===== src/hw/rtl/pfa_pkg.sv =====
// ---------------------------------------------------------------------------
// pfa_pkg
// Shared types, codes and defaults for the fixed-partition fit allocator.
// ---------------------------------------------------------------------------
`default_nettype none

package pfa_pkg;

    // defaults for the top-level parameters
    localparam int NUM_BLOCKS_DEF = 8;
    localparam int SIZE_BITS_DEF  = 16;

    // fixed field widths of the stream payloads
    localparam int INDEX_W    = 3;
    localparam int SIZE_W     = 16;
    localparam int POLICY_W   = 2;
    localparam int BCOUNT_W   = 4;
    localparam int CFG_DATA_W = 4;
    localparam int CFG_IDX_W  = 1;
    localparam int TDATA_W    = 24;

    // placement policy codes
    localparam logic [POLICY_W-1:0] POL_FIRST = 2'd0;
    localparam logic [POLICY_W-1:0] POL_BEST  = 2'd1;
    localparam logic [POLICY_W-1:0] POL_WORST = 2'd2;

    // item kind carried in tuser
    localparam logic MODE_DEFINE  = 1'b0;
    localparam logic MODE_REQUEST = 1'b1;

    // configuration register indexes
    localparam logic [CFG_IDX_W-1:0] CFG_POLICY      = 1'b0;
    localparam logic [CFG_IDX_W-1:0] CFG_BLOCK_COUNT = 1'b1;

    localparam logic [BCOUNT_W-1:0] BCOUNT_RST = 4'd8;

    typedef enum logic [1:0] {
        ST_IDLE,
        ST_SCAN,
        ST_DONE
    } t_state;

endpackage

`default_nettype wire


===== src/hw/rtl/partition_fit_allocator.sv =====
// ---------------------------------------------------------------------------
// partition_fit_allocator
// Fixed-partition allocator with first, best and worst fit placement.
// ---------------------------------------------------------------------------
// A define item (tuser 0) stores a block size, frees the block and returns
// its echo in the next cycle. A request item (tuser 1) scans the blocks
// one per cycle through a single subtract/compare unit over the size memory,
// whose read data is registered; it scans limit blocks, where limit is
// block_count saturated to NUM_BLOCKS, and first fit ends the scan early
// when it finds a block. The input is not ready during a scan. Each
// item yields exactly one result transaction.
`default_nettype none

module partition_fit_allocator #(
    parameter int NUM_BLOCKS = pfa_pkg::NUM_BLOCKS_DEF,
    parameter int SIZE_BITS  = pfa_pkg::SIZE_BITS_DEF
) (
    input  wire logic                             i_clk,
    input  wire logic                             i_rst_n,
    // input stream
    input  wire logic                             i_s_tvalid,
    output logic                                  o_s_tready,
    input  wire logic [pfa_pkg::TDATA_W-1:0]      i_s_tdata,  // block_index[2:0], size[18:3]
    input  wire logic                             i_s_tuser,  // mode
    // result stream
    output logic                                  o_m_tvalid,
    input  wire logic                             i_m_tready,
    output logic [pfa_pkg::TDATA_W-1:0]           o_m_tdata,  // chosen_block[2:0], fragment[18:3]
    output logic                                  o_m_tuser,  // granted
    // configuration writes
    input  wire logic                             i_cfg_we,
    input  wire logic [pfa_pkg::CFG_IDX_W-1:0]    i_cfg_index,
    input  wire logic [pfa_pkg::CFG_DATA_W-1:0]   i_cfg_wdata
);

    localparam int IDX_W = (NUM_BLOCKS > 1) ? $clog2(NUM_BLOCKS) : 1;
    localparam int CNT_W = $clog2(NUM_BLOCKS + 1);
    localparam int LIM_W = (CNT_W > pfa_pkg::BCOUNT_W) ? CNT_W : pfa_pkg::BCOUNT_W;
    localparam int IXW_W = (IDX_W > pfa_pkg::INDEX_W) ? IDX_W : pfa_pkg::INDEX_W;
    localparam int SZW_W = (SIZE_BITS > pfa_pkg::SIZE_W) ? SIZE_BITS : pfa_pkg::SIZE_W;

    // configuration
    logic [pfa_pkg::POLICY_W-1:0] r_policy;
    logic [pfa_pkg::BCOUNT_W-1:0] r_block_count;

    // block state
    logic [SIZE_BITS-1:0]  mem_size [NUM_BLOCKS];
    logic [NUM_BLOCKS-1:0] r_valid;
    logic [NUM_BLOCKS-1:0] r_used;

    // sequencer
    pfa_pkg::t_state r_state, n_state;
    logic [CNT_W-1:0]     r_issue;
    logic [CNT_W-1:0]     r_limit;
    logic                 r_pend;
    logic [IDX_W-1:0]     r_pend_idx;
    logic [SIZE_BITS-1:0] r_rd_data;
    logic                 r_rd_ok;
    logic [SIZE_BITS-1:0] r_req;
    logic                 r_found;
    logic [IDX_W-1:0]     r_best_idx;
    logic [SIZE_BITS-1:0] r_best_left;

    // output register
    logic                           r_out_valid;
    logic                           r_out_granted;
    logic [pfa_pkg::INDEX_W-1:0]    r_out_block;
    logic [pfa_pkg::SIZE_W-1:0]     r_out_frag;

    // input unpack
    logic                         w_mode;
    logic [pfa_pkg::INDEX_W-1:0]  w_in_idx;
    logic [pfa_pkg::SIZE_W-1:0]   w_in_size;
    logic [SZW_W-1:0]             w_size_ext;
    logic [SIZE_BITS-1:0]         w_size;
    logic [IXW_W-1:0]             w_idx_ext;
    logic                         w_idx_in_range;

    // limit
    logic [LIM_W-1:0] w_bc_ext;
    logic [LIM_W-1:0] w_limit;

    // shared compare unit
    logic [SIZE_BITS-1:0] w_eff;
    logic [SIZE_BITS-1:0] w_left;
    logic                 w_borrow;
    logic                 w_elig;
    logic                 w_take;
    logic                 w_first_fit;
    logic                 w_more;

    // control
    logic w_accept;
    logic w_out_free;
    logic w_define;
    logic w_start;
    logic w_commit;

    // result formatting
    logic [SZW_W-1:0] w_left_ext;
    logic [IXW_W-1:0] w_best_ext;

    assign w_mode         = i_s_tuser;
    assign w_in_idx       = i_s_tdata[pfa_pkg::INDEX_W-1:0];
    assign w_in_size      = i_s_tdata[pfa_pkg::INDEX_W +: pfa_pkg::SIZE_W];
    assign w_size_ext     = SZW_W'(w_in_size);
    assign w_size         = w_size_ext[SIZE_BITS-1:0];
    assign w_idx_ext      = IXW_W'(w_in_idx);
    assign w_idx_in_range = (32'(w_in_idx) < NUM_BLOCKS);

    assign w_bc_ext = LIM_W'(r_block_count);
    assign w_limit  = (w_bc_ext > LIM_W'(NUM_BLOCKS)) ? LIM_W'(NUM_BLOCKS) : w_bc_ext;

    assign w_out_free = !r_out_valid || i_m_tready;
    assign w_accept   = i_s_tvalid && o_s_tready;
    assign w_define   = w_accept && (w_mode == pfa_pkg::MODE_DEFINE);
    assign w_start    = w_accept && (w_mode == pfa_pkg::MODE_REQUEST);

    // never-written entries read as zero
    assign w_eff = r_rd_ok ? r_rd_data : '0;
    assign {w_borrow, w_left} = {1'b0, w_eff} - {1'b0, r_req};

    assign w_first_fit = !(r_policy == pfa_pkg::POL_BEST || r_policy == pfa_pkg::POL_WORST);
    assign w_elig = r_pend && !r_used[r_pend_idx] && !w_borrow;
    assign w_take = w_elig && (!r_found
                    || (r_policy == pfa_pkg::POL_BEST  && w_left < r_best_left)
                    || (r_policy == pfa_pkg::POL_WORST && w_left > r_best_left));
    assign w_more = (r_issue < r_limit);

    assign w_left_ext = SZW_W'(r_best_left);
    assign w_best_ext = IXW_W'(r_best_idx);

    // next state
    always_comb begin
        n_state = r_state;
        case (r_state)
            pfa_pkg::ST_IDLE: begin
                if (w_start) begin
                    n_state = pfa_pkg::ST_SCAN;
                end
            end
            pfa_pkg::ST_SCAN: begin
                if ((w_first_fit && r_found) || (!w_more && !r_pend)) begin
                    n_state = pfa_pkg::ST_DONE;
                end
            end
            pfa_pkg::ST_DONE: begin
                if (w_out_free) begin
                    n_state = pfa_pkg::ST_IDLE;
                end
            end
            default: n_state = pfa_pkg::ST_IDLE;
        endcase
    end

    // state outputs
    always_comb begin
        o_s_tready = 1'b0;
        w_commit   = 1'b0;
        case (r_state)
            pfa_pkg::ST_IDLE: o_s_tready = w_out_free;
            pfa_pkg::ST_SCAN: o_s_tready = 1'b0;
            pfa_pkg::ST_DONE: w_commit   = w_out_free;
            default:          o_s_tready = 1'b0;
        endcase
    end

    always_ff @(posedge i_clk) begin
        if (!i_rst_n) begin
            r_state       <= pfa_pkg::ST_IDLE;
            r_policy      <= pfa_pkg::POL_FIRST;
            r_block_count <= pfa_pkg::BCOUNT_RST;
            r_valid       <= '0;
            r_used        <= '0;
            r_pend        <= 1'b0;
            r_found       <= 1'b0;
            r_out_valid   <= 1'b0;
        end else begin
            r_state <= n_state;

            if (i_cfg_we) begin
                case (i_cfg_index)
                    pfa_pkg::CFG_POLICY:
                        r_policy <= i_cfg_wdata[pfa_pkg::POLICY_W-1:0];
                    pfa_pkg::CFG_BLOCK_COUNT:
                        r_block_count <= i_cfg_wdata[pfa_pkg::BCOUNT_W-1:0];
                    default: ;
                endcase
            end

            if (w_define && w_idx_in_range) begin
                r_valid[w_idx_ext[IDX_W-1:0]] <= 1'b1;
                r_used[w_idx_ext[IDX_W-1:0]]  <= 1'b0;
            end

            if (w_start) begin
                r_pend  <= 1'b0;
                r_found <= 1'b0;
            end else if (r_state == pfa_pkg::ST_SCAN) begin
                r_pend <= w_more;
                if (w_take) begin
                    r_found <= 1'b1;
                end
            end

            if (w_commit && r_found) begin
                r_used[r_best_idx] <= 1'b1;
            end

            if (w_define || w_commit) begin
                r_out_valid <= 1'b1;
            end else if (i_m_tready) begin
                r_out_valid <= 1'b0;
            end
        end
    end

    // size memory: one write port, one registered read port
    always_ff @(posedge i_clk) begin
        if (w_define && w_idx_in_range) begin
            mem_size[w_idx_ext[IDX_W-1:0]] <= w_size;
        end
        r_rd_data <= mem_size[r_issue[IDX_W-1:0]];
        r_rd_ok   <= r_valid[r_issue[IDX_W-1:0]];
    end

    // scan datapath and result payload
    always_ff @(posedge i_clk) begin
        if (w_start) begin
            r_issue <= '0;
            r_limit <= w_limit[CNT_W-1:0];
            r_req   <= w_size;
        end else if (r_state == pfa_pkg::ST_SCAN && w_more) begin
            r_issue    <= r_issue + 1'b1;
            r_pend_idx <= r_issue[IDX_W-1:0];
        end

        if (r_state == pfa_pkg::ST_SCAN && w_take) begin
            r_best_idx  <= r_pend_idx;
            r_best_left <= w_left;
        end

        if (w_define) begin
            r_out_granted <= 1'b0;
            r_out_block   <= w_in_idx;
            r_out_frag    <= '0;
        end else if (w_commit) begin
            r_out_granted <= r_found;
            r_out_block   <= r_found ? w_best_ext[pfa_pkg::INDEX_W-1:0] : '0;
            r_out_frag    <= r_found ? w_left_ext[pfa_pkg::SIZE_W-1:0] : '0;
        end
    end

    assign o_m_tvalid = r_out_valid;
    assign o_m_tuser  = r_out_granted;
    assign o_m_tdata  = {{(pfa_pkg::TDATA_W - pfa_pkg::INDEX_W - pfa_pkg::SIZE_W){1'b0}},
                         r_out_frag, r_out_block};

    // a pending read always lies inside the scan window
    a_pend_in_window: assert property (@(posedge i_clk) disable iff (!i_rst_n)
        (r_state == pfa_pkg::ST_SCAN && r_pend) |-> (CNT_W'(r_pend_idx) < r_limit))
        else $error("pending scan index outside window");

    // a chosen block lies inside the scan window
    a_best_in_window: assert property (@(posedge i_clk) disable iff (!i_rst_n)
        (r_state != pfa_pkg::ST_IDLE && r_found) |-> (CNT_W'(r_best_idx) < r_limit))
        else $error("chosen block outside window");

    // a grant leaves its block marked used
    a_grant_marks_used: assert property (@(posedge i_clk) disable iff (!i_rst_n)
        (w_commit && r_found) |=> r_used[$past(r_best_idx)])
        else $error("granted block not marked used");

    // a request never completes in the cycle after it was taken
    a_scan_after_start: assert property (@(posedge i_clk) disable iff (!i_rst_n)
        w_start |=> (r_state == pfa_pkg::ST_SCAN && !r_found))
        else $error("request did not enter scan");

endmodule

`default_nettype wire


===== config.mk =====
export PLATFORM = sky130hd
export DESIGN_NAME = partition_fit_allocator
export DESIGN_NICKNAME = d
export VERILOG_FILES = /design/src/hw/rtl/pfa_pkg.sv /design/src/hw/rtl/partition_fit_allocator.sv
export SDC_FILE = /design/constraint.sdc
export NUM_CORES = 1
export LEC_CHECK = 0
export BUFFER_PORTS_ARGS = -buffer_cell sky130_fd_sc_hd__buf_2
export CORE_MARGIN = 2
export CORE_UTILIZATION = 41
export CTS_CLUSTER_DIAMETER = 100
export CTS_CLUSTER_SIZE = 16
export DETAILED_ROUTE_END_ITERATION = 8
export PLACE_DENSITY = 0.6
export SETUP_SLACK_MARGIN = 0.2
export SYNTH_ARGS = -nofsm -noshare
export SYNTH_HDL_FRONTEND = slang
export SYNTH_SLANG_ARGS = --single-unit

===== constraint.sdc =====
create_clock -name i_clk -period 11.55 [get_ports i_clk]
set_clock_uncertainty 0.1 [all_clocks]
set_input_delay 1.155 -clock i_clk [delete_from_list [all_inputs] [get_ports i_clk]]
set_output_delay 1.155 -clock i_clk [all_outputs]
set_load 0.03 [all_outputs]

* Word level (Yosys, flattened, before mapping)
Memory sizes are Yosys's and may differ from the RTL's. A register that Yosys moved wholly into a read port is not among the register bits.
Index checks and enable logic that the tools add are counted.
** Storage, ports and cells
- Flip-flop bits (word level) :: 94
- Bits in latches :: 0
- Memory bits (writable) :: 128
- ROM bits :: 0
- Input port bits :: 35
- Output and inout port bits :: 27
- Logic and storage cells :: 109
- Memories kept :: 1
** Memories
- mem_size :: words 8, bits a word 16, read ports 1, clocked after memory_dff 1, wr ports 1, RTL line partition_fit_allocator.sv:47 : logic [SIZE_BITS-1:0] mem_size [NUM_BLOCKS];
** Cells by class
- $add $sub $neg :: 2
- Multipliers :: 0
- Divide/modulo/power cells :: 0
- Magnitude comparators :: 10
- Eq/ne operators :: 7
- Shift-type cells :: 0
- Muxes and demuxes :: 26
- Bitwise gates (word level) :: 8
- Reduce and logical (&&, ||, !) cells :: 37
** Operators by type and width (number)
- $mux W16 :: 2
- $mux W8 :: 3
- $sub A16 B16 Y17 :: 1
- $gt A16 B16 Y1 :: 1
- $lt A16 B16 Y1 :: 1
- $lt A3 B4 Y1 const B :: 4
- $or A8 B8 Y8 :: 2
- $logic_and A1 B1 Y1 :: 15
- $mux W1 :: 10
- $mux W3 :: 3
- $and A8 B8 Y8 :: 1
- $not A8 Y8 :: 1
- $reduce_and A2 Y1 :: 4
- $logic_not A1 Y1 :: 7
- $bmux W1 S3 :: 2
- $demux W1 S3 :: 2
- $ge A3 B1 Y1 const B :: 2
- $logic_or A1 B1 Y1 :: 6
- $mux W2 :: 3
- $ne A2 B2 Y1 const B :: 3
- $pmux W2 S3 :: 1
- $add A4 B1 Y4 const B :: 1
- $eq A2 B1 Y1 const B :: 2
- $eq A2 B2 Y1 const B :: 2
- 7 further kinds :: 11

* Logic depth before layout (Yosys ltp)
- Depth in word-level cells :: 10
- Gate-level depth with buffers :: 18
- Gate-level depth less buffers :: 17

* Least setup slack after synthesis
No wires, ideal clock.
- Path type :: flip-flop to flip-flop
- Start point :: reg r_rd_ok
- End point :: reg r_best_idx[0] (enable)
- Library setup time :: 0.424 ns
- Arrival :: 4.799 ns
- Required time :: 11.026 ns
- Slack :: 6.227 ns
- Cell stages (with the launch flop) :: 18
- Path buffers :: 1
- Cell sequence :: dfxtp_1 -> clkbuf_1 -> nand2_1 -> ha_1 -> inv_1 -> fa_1 -> a21o_1 -> a221oi_4 -> a21oi_1 -> o41ai_1 -> xnor2_1 -> ha_1 -> nand4_1 -> nor4_1 -> a21boi_0 -> nor3_1 -> mux2i_1 -> a21boi_0
** Between the ends
- Longest elaborated chain between the ends :: 8
** RTL lines
- start: declaration :: RTL line partition_fit_allocator.sv:58 : logic r_rd_ok;
- start signal: assignment :: RTL line partition_fit_allocator.sv:224 : r_rd_ok <= r_valid[r_issue[IDX_W-1:0]];
- $mux W16 * :: RTL line partition_fit_allocator.sv:120 : assign w_eff = r_rd_ok ? r_rd_data : '0;
- $sub A16 B16 Y17 * :: RTL line partition_fit_allocator.sv:121 : assign {w_borrow, w_left} = {1'b0, w_eff} - {1'b0, r_req};
- named net w_left[14] :: RTL line partition_fit_allocator.sv:85 : logic [SIZE_BITS-1:0] w_left;
- $lt A16 B16 Y1 :: RTL line partition_fit_allocator.sv:126 : || (r_policy == pfa_pkg::POL_BEST && w_left < r_best_left)
- $logic_and A1 B1 Y1 :: RTL line partition_fit_allocator.sv:126
- $logic_or A1 B1 Y1 :: RTL line partition_fit_allocator.sv:126
- $logic_or A1 B1 Y1 * :: RTL line partition_fit_allocator.sv:127 : || (r_policy == pfa_pkg::POL_WORST && w_left > r_best_left));
- $logic_and A1 B1 Y1 * :: RTL line partition_fit_allocator.sv:125 : assign w_take = w_elig && (!r_found
- $logic_and A1 B1 Y1 * :: RTL line partition_fit_allocator.sv:238 : if (r_state == pfa_pkg::ST_SCAN && w_take) begin
- end signal: assignment :: RTL line partition_fit_allocator.sv:239 : r_best_idx <= r_pend_idx;
- end: declaration :: RTL line partition_fit_allocator.sv:61 : logic [IDX_W-1:0] r_best_idx;
The timed path passes the listed nets; every way through them passes the cells marked *.
A chain may end at the register's enable or synchronous reset.

* Final worst setup path
- Start point :: reg r_rd_ok
- End point :: reg r_best_left[3] (enable)
** Between the ends
- Longest elaborated chain between the ends :: 8
** RTL lines
- $mux W16 * :: RTL line partition_fit_allocator.sv:120
- $sub A16 B16 Y17 * :: RTL line partition_fit_allocator.sv:121
- named net w_left[15] :: RTL line partition_fit_allocator.sv:85
- $lt A16 B16 Y1 :: RTL line partition_fit_allocator.sv:126
- $logic_and A1 B1 Y1 :: RTL line partition_fit_allocator.sv:126
- $logic_or A1 B1 Y1 :: RTL line partition_fit_allocator.sv:126
- $logic_or A1 B1 Y1 * :: RTL line partition_fit_allocator.sv:127
- $logic_and A1 B1 Y1 * :: RTL line partition_fit_allocator.sv:125
- $logic_and A1 B1 Y1 * :: RTL line partition_fit_allocator.sv:238
- end signal: assignment :: RTL line partition_fit_allocator.sv:240 : r_best_left <= w_left;
- end: declaration :: RTL line partition_fit_allocator.sv:62 : logic [SIZE_BITS-1:0] r_best_left;
Marks and branches as above.

==> impl_summary.log <==
[metrics] final hold violation count: 0
[metrics] largest family of logic cells by synthesized area: multiplexers
[metrics] Antenna diodes: 0
[metrics] commonest cells in the synthesized netlist: sky130_fd_sc_hd__edfxtp_1 (173), sky130_fd_sc_hd__dfxtp_1 (65), sky130_fd_sc_hd__inv_1 (46), sky130_fd_sc_hd__ha_1 (38), sky130_fd_sc_hd__mux4_2 (34)
[metrics] Post-Synthesis Cells: 667
[metrics] final-layout setup total negative slack: 0 ns
[metrics] latest clock arrival within the worst-skew pair: 0.49 ns
[metrics] endpoint type of the worst setup path: register
[metrics] worst path required time: 11.62 ns
[metrics] unrepaired setup endpoints after global routing: false
[metrics] peak supply drop: 0.0000729 V
[metrics] global-route wire length before repair: 30800 um
[metrics] ratio of cells with drive above 1 in the final layout: 0.195
[metrics] cell taking the most area after synthesis: sky130_fd_sc_hd__edfxtp_1
[metrics] I/O pin total: 62
[metrics] Compound-Gate Fraction of Synth Area: 0.0783
[metrics] total clock sinks: 238
[metrics] post-detail-place hpwl: 12100 um
[metrics] kind of start point of the critical path: register
[metrics] type of the most critical hold path: reg -> reg
[metrics] Core Footprint: 24100 um2
[metrics] post-detailed-route via-to-cell ratio: 5.14
[metrics] leakage: 0.00412 uW
[metrics] cell area after synthesis: 9990 um2
[metrics] post-CTS setup buffers: 0
[metrics] Tmin final: 4.77 ns
[metrics] most repeated cell in the gate-level netlist after synthesis: sky130_fd_sc_hd__edfxtp_1
[metrics] worst hold margin: 0.356 ns
[metrics] signal arrival time at the worst endpoint: 4.84 ns
[metrics] xor and xnor area share after synthesis: 0.00964
[metrics] power density over the cells: 166 nW/um2
[metrics] clock-pin slew of the registers on the worst-case setup and hold paths: 0.07 ns
[metrics] H-Tree Level Count: 1
[metrics] GRT Residual Overflow: 0
[metrics] die boundary height: 160 um
[metrics] Synth cell types: 54
[metrics] clk buf depth: 3
[metrics] commonest register cell after synthesis: sky130_fd_sc_hd__edfxtp_1
[metrics] pin count of the biggest net entering global routing: 40
[metrics] maximum clock frequency: 210 MHz
[metrics] number of synthesized flops with an enable pin: 173
[metrics] detailed-router iteration count before antenna repair: 8
[metrics] number of vias in the routed layout: 5476
[metrics] result of the run: finished, final reports clean
[metrics] Final Slew Violations: 0
[metrics] adder-cell share of the synthesized area: 0.0496
[metrics] slew margin rel.: 0.287
[metrics] Die Footprint: 25600 um2
[metrics] via count of the first global-routing pass: 5606
[metrics] starting density of the core: 0.414
[metrics] TritonCTS clock tree: done
[metrics] number of nets with antenna violations after routing: 0
[metrics] detailed-route wire length per cell: 17.8 um
[metrics] post_cts resized: 0
[metrics] Worst Max-Slew Pin Slew: 1.07 ns
[metrics] synthesized area per cell: 15.0 um2
[metrics] final setup violating endpoints: 0
[metrics] classification of the worst setup path: reg -> reg
[metrics] crit share post-route: 0.413
[metrics] count of input and output buffers: 51
[metrics] number of standard-cell rows in the floorplan: 57
[metrics] mux share of post-synthesis cell area: 0.109
[metrics] layout-stage area growth over the synthesis result: 11.8%
[metrics] GRT Total Usage: 0.151
[metrics] Yosys Warn Count: 0
[metrics] final estimated routing congestion in global placement: 0.818
[metrics] number of buffers inserted for hold repair after clock tree synthesis: 0
[metrics] final routed wirelength across all metal layers: 19000 um
[metrics] die width: 160 um
[metrics] Max FO, Critical Path: 19
[metrics] MaxCap Viol Count: 0
[metrics] top area cells in the synthesized netlist: sky130_fd_sc_hd__edfxtp_1 (52%), sky130_fd_sc_hd__dfxtp_1 (13%), sky130_fd_sc_hd__mux4_2 (7.7%)
[metrics] Yosys top cell area share: 0.520
[metrics] share of synthesized flip-flops with an asynchronous set or reset: 0
[metrics] number of antenna violations at the first check in global routing: 1
[metrics] clock tree root driver cell: sky130_fd_sc_hd__clkbuf_16
[metrics] number of DRC markers after the initial detailed-route iteration: 427
[metrics] fillers: 2133
[metrics] clock buffers created by TritonCTS: 18
[metrics] sequential element share of the synthesized area: 0.650
[metrics] flip-flop and latch count after synthesis: 238
[metrics] DRC violation count after routing: 0
[metrics] Final Net Count: 804
[metrics] area share of and/or/nand/nor cells after synthesis: 0.0723
## cell usage in the layout (no fill, tap or decap), types with 17 or more instances in the layout
cell	instances
sky130_fd_sc_hd__o21ai_0	17
sky130_fd_sc_hd__inv_1	46
sky130_fd_sc_hd__buf_2	51
sky130_fd_sc_hd__mux4_2	34
sky130_fd_sc_hd__nand2_1	32
sky130_fd_sc_hd__a21oi_1	18
sky130_fd_sc_hd__edfxtp_1	173
sky130_fd_sc_hd__dfxtp_1	64
sky130_fd_sc_hd__mux2_2	19
sky130_fd_sc_hd__clkbuf_16	19
sky130_fd_sc_hd__ha_1	38
sky130_fd_sc_hd__nor2_1	26
## path summary, 6_finish.rpt
path | cells past startpoint | slack, ns | end | startpoint
setup / recovery | 16 | 6.78 | r_best_left[3]$_DFFE_PP_ | r_rd_ok$_DFF_P_
hold / removal | 1 | 0.36 | o_m_tuser$_SDFFE_PP0P_ | o_m_tuser$_SDFFE_PP0P_
setup reg to reg | 16 | 6.78 | r_best_left[3]$_DFFE_PP_ | r_rd_ok$_DFF_P_
hold reg to reg | 1 | 0.36 | o_m_tuser$_SDFFE_PP0P_ | o_m_tuser$_SDFFE_PP0P_
## logic make-up (layout without fill, tap and decap cells)
| logic type | count (synthesis) | in the layout |
|---|---|---|
| muxes | 61 | 61 |
| other | 1 | 5 |
| DFF | 238 | 238 |
| buffers and inverters | 70 | 141 |
| adders and majority gates | 39 | 39 |
| xor gates and xnor gates | 11 | 11 |
| and+or+nand+nor | 140 | 140 |
| AOI/OAI and AO/OA | 107 | 107 |
## layout make-up
cell class / instances / area (um2) / area share
multi-input cells: 363 / 3220 / 0.288
flip-flops and latches: 238 / 6500 / 0.582
inverters: 46 / 173 / 0.0155
clock buffers: 32 / 534 / 0.0478
well taps: 324 / 405 / 0.0363
repair buffers: 63 / 345 / 0.0309
## sequential cells by signal, summed over array words and instances, names as in the netlist, 4 cells and up
register / flops
mem_size: 128
r_best_left: 16
r_block_count: 4
r_issue: 4
r_limit: 4
r_out_frag: 16
r_rd_data: 16
r_req: 16
r_used: 8
r_valid: 8
## metal layers
metal | GRT usage | up-vias | wire length [um]
li1 | - | 2623 | -
met1 | 0.208 | 2695 | 8740
met2 | 0.253 | 128 | 9080
met3 | 0.0234 | 28 | 835
met4 | 0.0385 | 2 | 330
met5 | 0 | - | 13
## critical path: stages, from the launching register on
cell	delay, ns
sky130_fd_sc_hd__dfxtp_1	0.59
sky130_fd_sc_hd__and2_1	0.21
sky130_fd_sc_hd__ha_1	0.30
sky130_fd_sc_hd__a21o_1	0.24
sky130_fd_sc_hd__a31oi_1	0.19
sky130_fd_sc_hd__o221ai_1	0.17
sky130_fd_sc_hd__a41o_1	0.36
sky130_fd_sc_hd__a221oi_1	0.33
sky130_fd_sc_hd__o211ai_1	0.18
sky130_fd_sc_hd__ha_1	0.33
sky130_fd_sc_hd__nand4_1	0.15
sky130_fd_sc_hd__nor4_1	0.36
sky130_fd_sc_hd__a21boi_0	0.29
sky130_fd_sc_hd__nor3_1	0.10
sky130_fd_sc_hd__mux2i_1	0.13
sky130_fd_sc_hd__a21boi_1	0.14
sky130_fd_sc_hd__buf_4	0.28
## per-stage QoR
stage | util | std cells | setup WS, ns | power (uW) | instance area, um2
global route | 0.463 | 1066 | 6.35 | 1940 | 11200
CTS | 0.463 | 1066 | 6.79 | 1880 | 11200
global placement | 0.441 | 1034 | 6.94 | 1280 | 10600
finish | 0.463 | 1066 | 6.78 | 1850 | 11200
detailed placement | 0.441 | 1034 | 6.80 | 1290 | 10600
floorplan | - | 671 | 6.23 | 1220 | 10000
## where the power goes
part	switching [uW]	leakage, uW	total (uW)	internal [uW]
logic	145	0.00176	281	136
clock network	275	0.000256	589	314
registers	18.0	0.00210	983	965
total	438	0.00412	1850	1420
Note: power is estimated with default switching activity, not from simulation.
